`config.mk`:
```
export PLATFORM = sky130hd
export DESIGN_NAME = odo_lane
export DESIGN_NICKNAME = d
export VERILOG_FILES = /design/src/rtl/odo_pkg.sv /design/src/rtl/odo_lane.sv
export SDC_FILE = /design/constraint.sdc
export NUM_CORES = 2
export LEC_CHECK = 0
export BUFFER_PORTS_ARGS = -buffer_cell sky130_fd_sc_hd__buf_2
export CORE_ASPECT_RATIO = 0.9
export CORE_MARGIN = 1
export CORE_UTILIZATION = 30
export CTS_BUF_LIST = sky130_fd_sc_hd__clkbuf_8 sky130_fd_sc_hd__clkbuf_16
export DETAILED_ROUTE_END_ITERATION = 16
export PLACE_DENSITY = 0.42
export SYNTH_ARGS = -nofsm -noshare
export SYNTH_HDL_FRONTEND = slang
export SYNTH_SLANG_ARGS = --single-unit
```
`constraint.sdc`:
```
create_clock -name clk -period 18.9 [get_ports clk]
set_input_delay 3.78 -clock clk [delete_from_list [all_inputs] [get_ports clk]]
set_output_delay 3.78 -clock clk [all_outputs]
set_load 0.01 [all_outputs]
```
`src/rtl/odo_pkg.sv`:
```
package odo_pkg;

  // Wheel set and counter wrap
  localparam int WHEEL_COUNT     = 4;
  localparam int COUNTER_MODULUS = 10000;
  localparam int LF = 0;
  localparam int LB = 1;
  localparam int RF = 2;
  localparam int RB = 3;

  // Field widths
  localparam int CNT_W = 14;
  localparam int MAG_W = 13;  // largest unwrapped count magnitude is 6383
  localparam int DPC_W = 24;
  localparam int SPS_W = 16;
  localparam int ITH_W = 24;
  localparam int VEL_W = 32;
  localparam int ACC_W = 48;
  localparam int IDX_W = 2;
  localparam int CFG_W = 24;

  localparam logic [CNT_W-1:0] HALF_C = CNT_W'(COUNTER_MODULUS / 2);
  localparam logic [CNT_W-1:0] MOD_C  = CNT_W'(COUNTER_MODULUS);

  // Lane datapath widths
  localparam int RND_SHIFT = 8;
  localparam int RND_HALF  = 128;
  localparam int PM_W = MAG_W + DPC_W;   // count * dist
  localparam int MS_W = MAG_W + SPS_W;   // count * rate
  localparam int QM_W = MS_W + DPC_W;    // count * rate * dist
  localparam int D_W  = PM_W - 6;        // signed rounded distance
  localparam int W_W  = QM_W - 6;        // signed rounded velocity

  // Merge datapath widths
  localparam int DS_W   = D_W + 2;
  localparam int SUM_W  = W_W + 2;
  localparam int RS_W   = SUM_W + 1;
  localparam int DVM_W  = SUM_W - 1;
  localparam int YAW_FR = 16;
  localparam int HI_W   = DVM_W - YAW_FR;
  localparam int HP_W   = HI_W + ITH_W;
  localparam int LP_W   = YAW_FR + ITH_W;
  localparam int YAW_RND = 32768;
  localparam logic [VEL_W-1:0] YAW_LIM = {1'b1, {(VEL_W-1){1'b0}}};

  // Sequencing
  localparam int STEP_W    = 3;
  localparam int LAT_STEPS = 6;
  localparam logic [STEP_W-1:0] STEP_LAST = STEP_W'(LAT_STEPS - 1);

  // Configuration register indexes
  localparam logic [IDX_W-1:0] CFG_DIST = 2'd0;
  localparam logic [IDX_W-1:0] CFG_SPS  = 2'd1;
  localparam logic [IDX_W-1:0] CFG_ITH  = 2'd2;

  localparam logic [SPS_W-1:0] SPS_RESET = 16'd100;

  typedef enum logic [1:0] {
    ST_IDLE,
    ST_CALC,
    ST_HOLD
  } state_t;

  typedef struct packed {
    logic signed [D_W-1:0] d;
    logic signed [W_W-1:0] w;
  } lane_out_t;

  typedef struct packed {
    logic commit;
    logic clear;
  } ctl_t;

  typedef struct packed {
    logic [WHEEL_COUNT-1:0][VEL_W-1:0] vel;
    logic [WHEEL_COUNT-1:0][ACC_W-1:0] trip;
    logic [VEL_W-1:0] body_velocity;
    logic [VEL_W-1:0] body_yaw_rate;
    logic [ACC_W-1:0] body_odometer;
    logic [ACC_W-1:0] body_trip;
  } res_t;

  // Round to nearest, ties away from zero, by a right shift of s
  function automatic logic signed [RS_W-1:0] round_shift(input logic signed [RS_W-1:0] x,
                                                         input int unsigned s);
    logic [RS_W-1:0] m;
    logic [RS_W-1:0] r;
    m = x[RS_W-1] ? RS_W'(-x) : RS_W'(x);
    r = (m + (RS_W'(1) << (s - 1))) >> s;
    return x[RS_W-1] ? -signed'(r) : signed'(r);
  endfunction

  // Saturate to a signed 32-bit value
  function automatic logic [VEL_W-1:0] sat_vel(input logic signed [RS_W-1:0] x);
    logic [VEL_W-1:0] r;
    if (x[RS_W-1:VEL_W-1] == '0 || x[RS_W-1:VEL_W-1] == '1) begin
      r = x[VEL_W-1:0];
    end else if (x[RS_W-1]) begin
      r = {1'b1, {(VEL_W-1){1'b0}}};
    end else begin
      r = {1'b0, {(VEL_W-1){1'b1}}};
    end
    return r;
  endfunction

endpackage

```
`src/rtl/odo_lane.sv`:
```
module odo_lane import odo_pkg::*; (
  input  logic             clk,
  input  logic [CNT_W-1:0] count,
  input  logic [DPC_W-1:0] dist_per_count,
  input  logic [SPS_W-1:0] samples_per_second,
  output lane_out_t        res
);

  logic             n_neg;
  logic [MAG_W-1:0] n_mag;
  logic [CNT_W-1:0] diff;

  logic             a_neg;
  logic [PM_W-1:0]  a_pm;
  logic [MS_W-1:0]  a_ms;

  logic [PM_W:0]    pm_rnd;
  logic [D_W-2:0]   d_mag;
  logic             b_neg;
  logic signed [D_W-1:0] b_d;
  logic [QM_W-1:0]  b_qm;

  logic [QM_W:0]    qm_rnd;
  logic [W_W-2:0]   w_mag;

  // Unwrap the raw counter into sign and magnitude
  always_comb begin
    diff  = '0;
    n_neg = 1'b0;
    n_mag = count[MAG_W-1:0];
    if (count > HALF_C) begin
      if (count < MOD_C) begin
        n_neg = 1'b1;
        diff  = MOD_C - count;
      end else begin
        diff  = count - MOD_C;
      end
      n_mag = diff[MAG_W-1:0];
    end
  end

  // Stage A: count times distance, count times rate
  always_ff @(posedge clk) begin
    a_neg <= n_neg;
    a_pm  <= PM_W'(n_mag) * PM_W'(dist_per_count);
    a_ms  <= MS_W'(n_mag) * MS_W'(samples_per_second);
  end

  assign pm_rnd = {1'b0, a_pm} + (PM_W+1)'(RND_HALF);
  assign d_mag  = pm_rnd[PM_W:RND_SHIFT];

  // Stage B: rounded distance, velocity product
  always_ff @(posedge clk) begin
    b_neg <= a_neg;
    b_d   <= a_neg ? -signed'({1'b0, d_mag}) : signed'({1'b0, d_mag});
    b_qm  <= QM_W'(a_ms) * QM_W'(dist_per_count);
  end

  assign qm_rnd = {1'b0, b_qm} + (QM_W+1)'(RND_HALF);
  assign w_mag  = qm_rnd[QM_W:RND_SHIFT];

  // Stage C: rounded velocity
  always_ff @(posedge clk) begin
    res.d <= b_d;
    res.w <= b_neg ? -signed'({1'b0, w_mag}) : signed'({1'b0, w_mag});
  end

endmodule

```
# Word-level counts from Yosys, hierarchy flattened
# Index checks and enable logic that the tools add are counted.
totals:
  inputBits: 55
  regBits: 230
  output_inout_bits: 78
classes:
  n_addsub: 6
  mux: 5
  mul: 3
  order_cmp: 2
ops:
  columns: ["operator", "n"]
  rows:
  - ["53-bit by 8-bit adder with 54-bit output, second input constant", 1]
  - ["29-bit by 24-bit multiplier with 53-bit output", 1]
  - ["46-bit negator with 47-bit output", 1]
  - ["46-bit 2-to-1 mux", 1]
  - ["37-bit by 8-bit adder with 38-bit output, second input constant", 1]
  - ["13-bit by 24-bit multiplier with 37-bit output", 1]
  - ["30-bit negator with 31-bit output", 1]
  - ["30-bit 2-to-1 mux", 1]
  - ["13-bit by 16-bit multiplier with 29-bit output", 1]
  - ["13-bit 2-to-1 mux", 2]
  - ["14-bit by 13-bit greater-than comparator with 1-bit output, second input constant", 1]
  - ["14-bit < comparator, second input constant", 1]
  - ["11-bit by 13-bit subtractor with 13-bit output, first input constant", 1]
  - ["13-bit by 11-bit subtractor with 13-bit output, second input constant", 1]
  - ["1-bit 2-to-1 mux", 1]

# Longest topological paths before layout
logic_depth:
  depth_word: 4
  mapped_depth: 32
  depth_no_buf: 30

# Least setup slack after synthesis
# OpenSTA, ideal clock, no wires.
synth_timing:
  kind: "input port to flip-flop"
  from: "input port count[0]"
  to: "register a_ms[28]"
  path_stages: 30
  slack_ps: 7694
  n_path_buf: 3
  arrival_ps: 11078
  required_ps: 18772
  path_cell_list: "clkbuf_1 -> inv_1 -> ha_1 -> or4b_2 -> nor4_2 -> a21o_1 -> clkbuf_1 -> nor3_1 -> xor2_1 -> clkbuf_1 -> nand2_1 -> fa_1 -> fa_1 -> fa_1 -> inv_1 -> fa_1 -> inv_1 -> fa_1 -> inv_1 -> ha_1 -> o21ai_0 -> nand2b_1 -> a41o_1 -> a211oi_1 -> o21ai_0 -> o41ai_1 -> o21ai_0 -> o41ai_1 -> mux2i_1 -> nand4_1"
synth_between:
  elab_chain_len: 4
synth_lines:
  columns: ["item", "line", "text"]
  rows:
  - ["start: declaration", "odo_lane.sv:3", "input logic [CNT_W-1:0] count,"]
  - ["13-bit by 11-bit subtractor with 13-bit output, or another cell as far along", "odo_lane.sv:36", "diff = count - MOD_C;"]
  - ["13-bit 2-to-1 mux", "odo_lane.sv:32", "if (count < MOD_C) begin"]
  - ["13-bit 2-to-1 mux *", "odo_lane.sv:31", "if (count > HALF_C) begin"]
  - ["13-bit by 16-bit multiplier with 29-bit output *", "odo_lane.sv:46", "a_ms <= MS_W'(n_mag) * MS_W'(samples_per_second);"]
  - ["end signal: assignment", "odo_lane.sv:46", null]
  - ["end: declaration", "odo_lane.sv:15", "logic [MS_W-1:0] a_ms;"]
# Mark *: on every way between the ends. The rest lies on a longest branch, timed or not.
# A chain may end at the register's enable or synchronous reset.

# Worst setup path after layout
# Same ends and word-level chain as after synthesis.

==> results_tabular.tex <==
\begin{tabular}{lr}
\hline
Metric & Value \\
\hline
\multicolumn{2}{l}{\textbf{GRT}} \\
\quad Global-route wire length before repair & 210900 um \\
\quad Number of global-route vias before repair & 37058 \\
\quad Grt total ovfl & 0 \\
\quad Initial antenna violation count & 10 \\
\quad Total routing resource utilization after global routing & 0.1709 \\
\quad Largest net degree at the start of global routing & 44 \\
\multicolumn{2}{l}{\textbf{Synthesis}} \\
\quad Top cells by area, synth & fa\_1, dfxtp\_1, inv\_1 \\
\quad Most instantiated library cell after synthesis & inv\_1 \\
\quad Dominant register cell in the synthesized netlist & dfxtp\_1 \\
\quad Top-area cell type share of the netlist area & 0.4233 \\
\quad Share of synthesized area occupied by flip-flops and latches & 0.09274 \\
\quad Post-synth top cells & inv\_1, fa\_1, nand2\_1, and2\_1, ha\_1 \\
\quad Number of library cell types mapped by synthesis & 86 \\
\quad Synthesis Warnings & 0 \\
\quad Number of synthesized flops with an enable pin & 0 \\
\quad Synth async-reset ratio & 0 \\
\quad Post-synthesis instance area & 46630 um\^{}2 \\
\quad Synthesized net count & 6658 \\
\quad Syn avg cell area & 8.827 um\^{}2 \\
\quad Synthesized flop and latch total & 216 \\
\quad Cell type contributing the most total cell area after synthesis & fa\_1 \\
\quad Post-Syn Instances & 5282 \\
\multicolumn{2}{l}{\textbf{Timing}} \\
\quad Relative slew slack & 0.2788 \\
\quad Transition time at the pin with the least slew margin & 1.072 ns \\
\quad Endpoints failing hold & 0 \\
\quad Final critical-path required period & 12.01 ns \\
\quad Final setup violation count & 0 \\
\quad Period utilisation layout & 0.6355 \\
\quad Timing-limited maximum frequency & 83.26 MHz \\
\quad Skew final & 0.02535 ns \\
\quad Setup Total Neg Slack & 0 ns \\
\quad Count of pins over their slew limit & 0 \\
\quad Setup repair after global routing missed its margin & no \\
\multicolumn{2}{l}{\textbf{Die}} \\
\quad DIE HEIGHT & 376 um \\
\quad Core outline area & 153500 um\^{}2 \\
\quad I/O pin count & 133 \\
\quad Initial standard-cell utilization of the core & 0.3038 \\
\quad Die X & 417.6 um \\
\quad Standard-cell row count & 136 \\
\quad Die Outline Area & 157000 um\^{}2 \\
\multicolumn{2}{l}{\textbf{Setup path}} \\
\quad Launching element of the worst setup path & count[0] \\
\quad Largest stage delay on the critical path & 0.61 ns \\
\quad Most repeated library cell on the critical path & inv\_1 \\
\quad Arrival time at the worst endpoint & 12.48 ns \\
\quad Required time at the worst-slack endpoint & 19.37 ns \\
\quad Worst Setup Path Type & in2reg \\
\quad Maximum fanout along the worst path & 42 \\
\quad Cell with the largest stage delay on the worst path & or4b\_2 \\
\quad Kind of end point of the critical path & register \\
\quad Startpoint kind of the worst setup timing path & input port \\
\quad Launch point of the worst reg-to-reg path & a\_ms[11] \\
\multicolumn{2}{l}{\textbf{CTS}} \\
\quad Source-to-sink clock delay at the later pin of the worst-skew pair & 0.59 ns \\
\quad Cell at the root of the clock tree & clkbuf\_16 \\
\quad Gates resized, CTS repair & 0 \\
\quad Clock tree from TritonCTS & yes \\
\quad Maximum clock insertion buffer count & 3 \\
\quad Total clock buffers created by CTS & 34 \\
\quad Clock transition at the registers of the reported paths & 0.05 ns \\
\quad Number of hold-repair buffers added at the cts stage & 0 \\
\quad Number of buffers inserted by post-CTS setup repair & 0 \\
\quad Total number of clock tree sinks & 216 \\
\quad Total number of H-tree levels & 2 \\
\multicolumn{2}{l}{\textbf{Placed design}} \\
\quad HPWL reported at the end of detailed placement & 96840 um \\
\quad Port-buffer cells & 132 \\
\quad Gpl congestion & 0.8150 \\
\multicolumn{2}{l}{\textbf{Detailed routing}} \\
\quad DR pass1 iterations & 5 \\
\quad Total wirelength of the detailed-routed design & 128200 um \\
\quad Iteration-0 DRC Markers & 1624 \\
\quad Remaining DRCs & 0 \\
\quad Number of routed nets with antenna violations & 0 \\
\quad Detailed-route wire length per cell & 17.42 um \\
\quad DR vias & 34088 \\
\quad Via density per instance & 4.630 \\
\multicolumn{2}{l}{\textbf{Cells and area}} \\
\quad Footprint of the flip-flops and latches & 4325 um\^{}2 \\
\quad Count of filler cells inserted in the layout & 16328 \\
\quad Layout-stage area growth over the synthesis result & 8.630\% \\
\quad Proportion of layout cells with a drive suffix above 1 & 0.06110 \\
\quad Multi-input gate area in the final layout & 37170 um\^{}2 \\
\quad Total number of nets in the final design & 6639 \\
\multicolumn{2}{l}{\textbf{Flow run}} \\
\quad Number of max-capacitance violations reported & 0 \\
\multicolumn{2}{l}{\textbf{Hold path}} \\
\quad Classification of the worst-slack hold path & reg2reg \\
\quad Min-Delay Startpoint & b\_d[24] \\
\multicolumn{2}{l}{\textbf{Outcome}} \\
\quad Run status & complete, no violations \\
\hline
\end{tabular}
## metrics by stage
step,util,instances,setup slack (ns),hold slack [ns],cell area (um^2)
global route,0.3300,7361,6.219,0.3277,50650
detailed placement,0.3226,7297,6.340,0.3121,49520
floorplan,-,5282,7.694,0.3096,46630
finish,0.3300,7362,6.890,0.3235,50650
CTS,0.3299,7356,6.971,0.3243,50630
global placement,0.3226,7297,6.369,0.3122,49520
## layout by cell type (no fill, tap or decap), types with 13 or more instances in the layout
master     instances
and2_1           457
o31ai_1           18
inv_1           1129
o21ai_0           83
o21a_1            15
buf_2            132
a31oi_1           22
fa_1             986
clkbuf_16         35
and3_1            35
mux2i_1           15
nor3_1            46
nand2_1          867
dfxtp_1          215
ha_1             335
nand3_1           54
a21oi_1           91
nor2b_1           13
nand4_1           39
nor4_1            13
a21o_1            49
xor2_1            83
buf_4             71
xnor2_1          154
nor2_1           109
## final cells by class
| class | count | area share |
|---|---|---|
| antenna | 6 | 0.0002964 |
| clock buffer | 38 | 0.01811 |
| clock inverter | 21 | 0.003952 |
| inverter | 1129 | 0.08367 |
| multi-input combinational | 3679 | 0.7339 |
| sequential | 216 | 0.08540 |
| tap | 2070 | 0.05114 |
| timing repair buffer | 203 | 0.02357 |
## metal layers
metal / vias up / part of all wire / global-route usage
met4: 0 / 0.019 / 0.03905
met5: - / 0 / 0
met2: 621 / 0.48 / 0.2882
met3: 116 / 0.041 / 0.01755
li1: 15697 / - / -
met1: 17654 / 0.46 / 0.2349
## cell families (layout without fill, tap and decap cells)
kind of cell             count (synthesis)  count (layout)  synth area share
AND/OR/NAND/NOR                       1724            1724            0.1800
buffers and inverters                 1387            1391            0.1126
adder cells (fa/ha/maj)               1321            1321            0.5132
AO/OA/AOI/OAI                          370             370           0.05123
XOR/XNOR                               246             246           0.04621
flip-flops                             216             216           0.09274
multiplexers                            18              18          0.003945
other                                    0               6                 0
## registers in the layout, indices dropped and copies added (netlist names)
signal	flops
a_pm	30
a_ms	29
a_neg	1
res	78
b_neg	1
b_qm	46
b_d	31
## critical path: cells and delay by family
family | cells | cell delay [ns]
buffers and inverters | 9 | 1.17
AND/OR/NAND/NOR | 5 | 1.26
XOR/XNOR | 1 | 0.15
adder cells (fa/ha/maj) | 7 | 2.76
AO/OA/AOI/OAI | 9 | 3.10
multiplexers | 1 | 0.25
## worst paths after layout
kind              end  slack [ns]  cells after the start
min reg2reg   res[71]        0.32                      0
min           res[71]        0.32                      0
max          a_ms[28]        6.89                     32
max reg2reg  b_qm[46]       10.71                     24
Power is not shown: default switching activity piles up to over one toggle a cycle in this logic, so the estimate is an artifact.
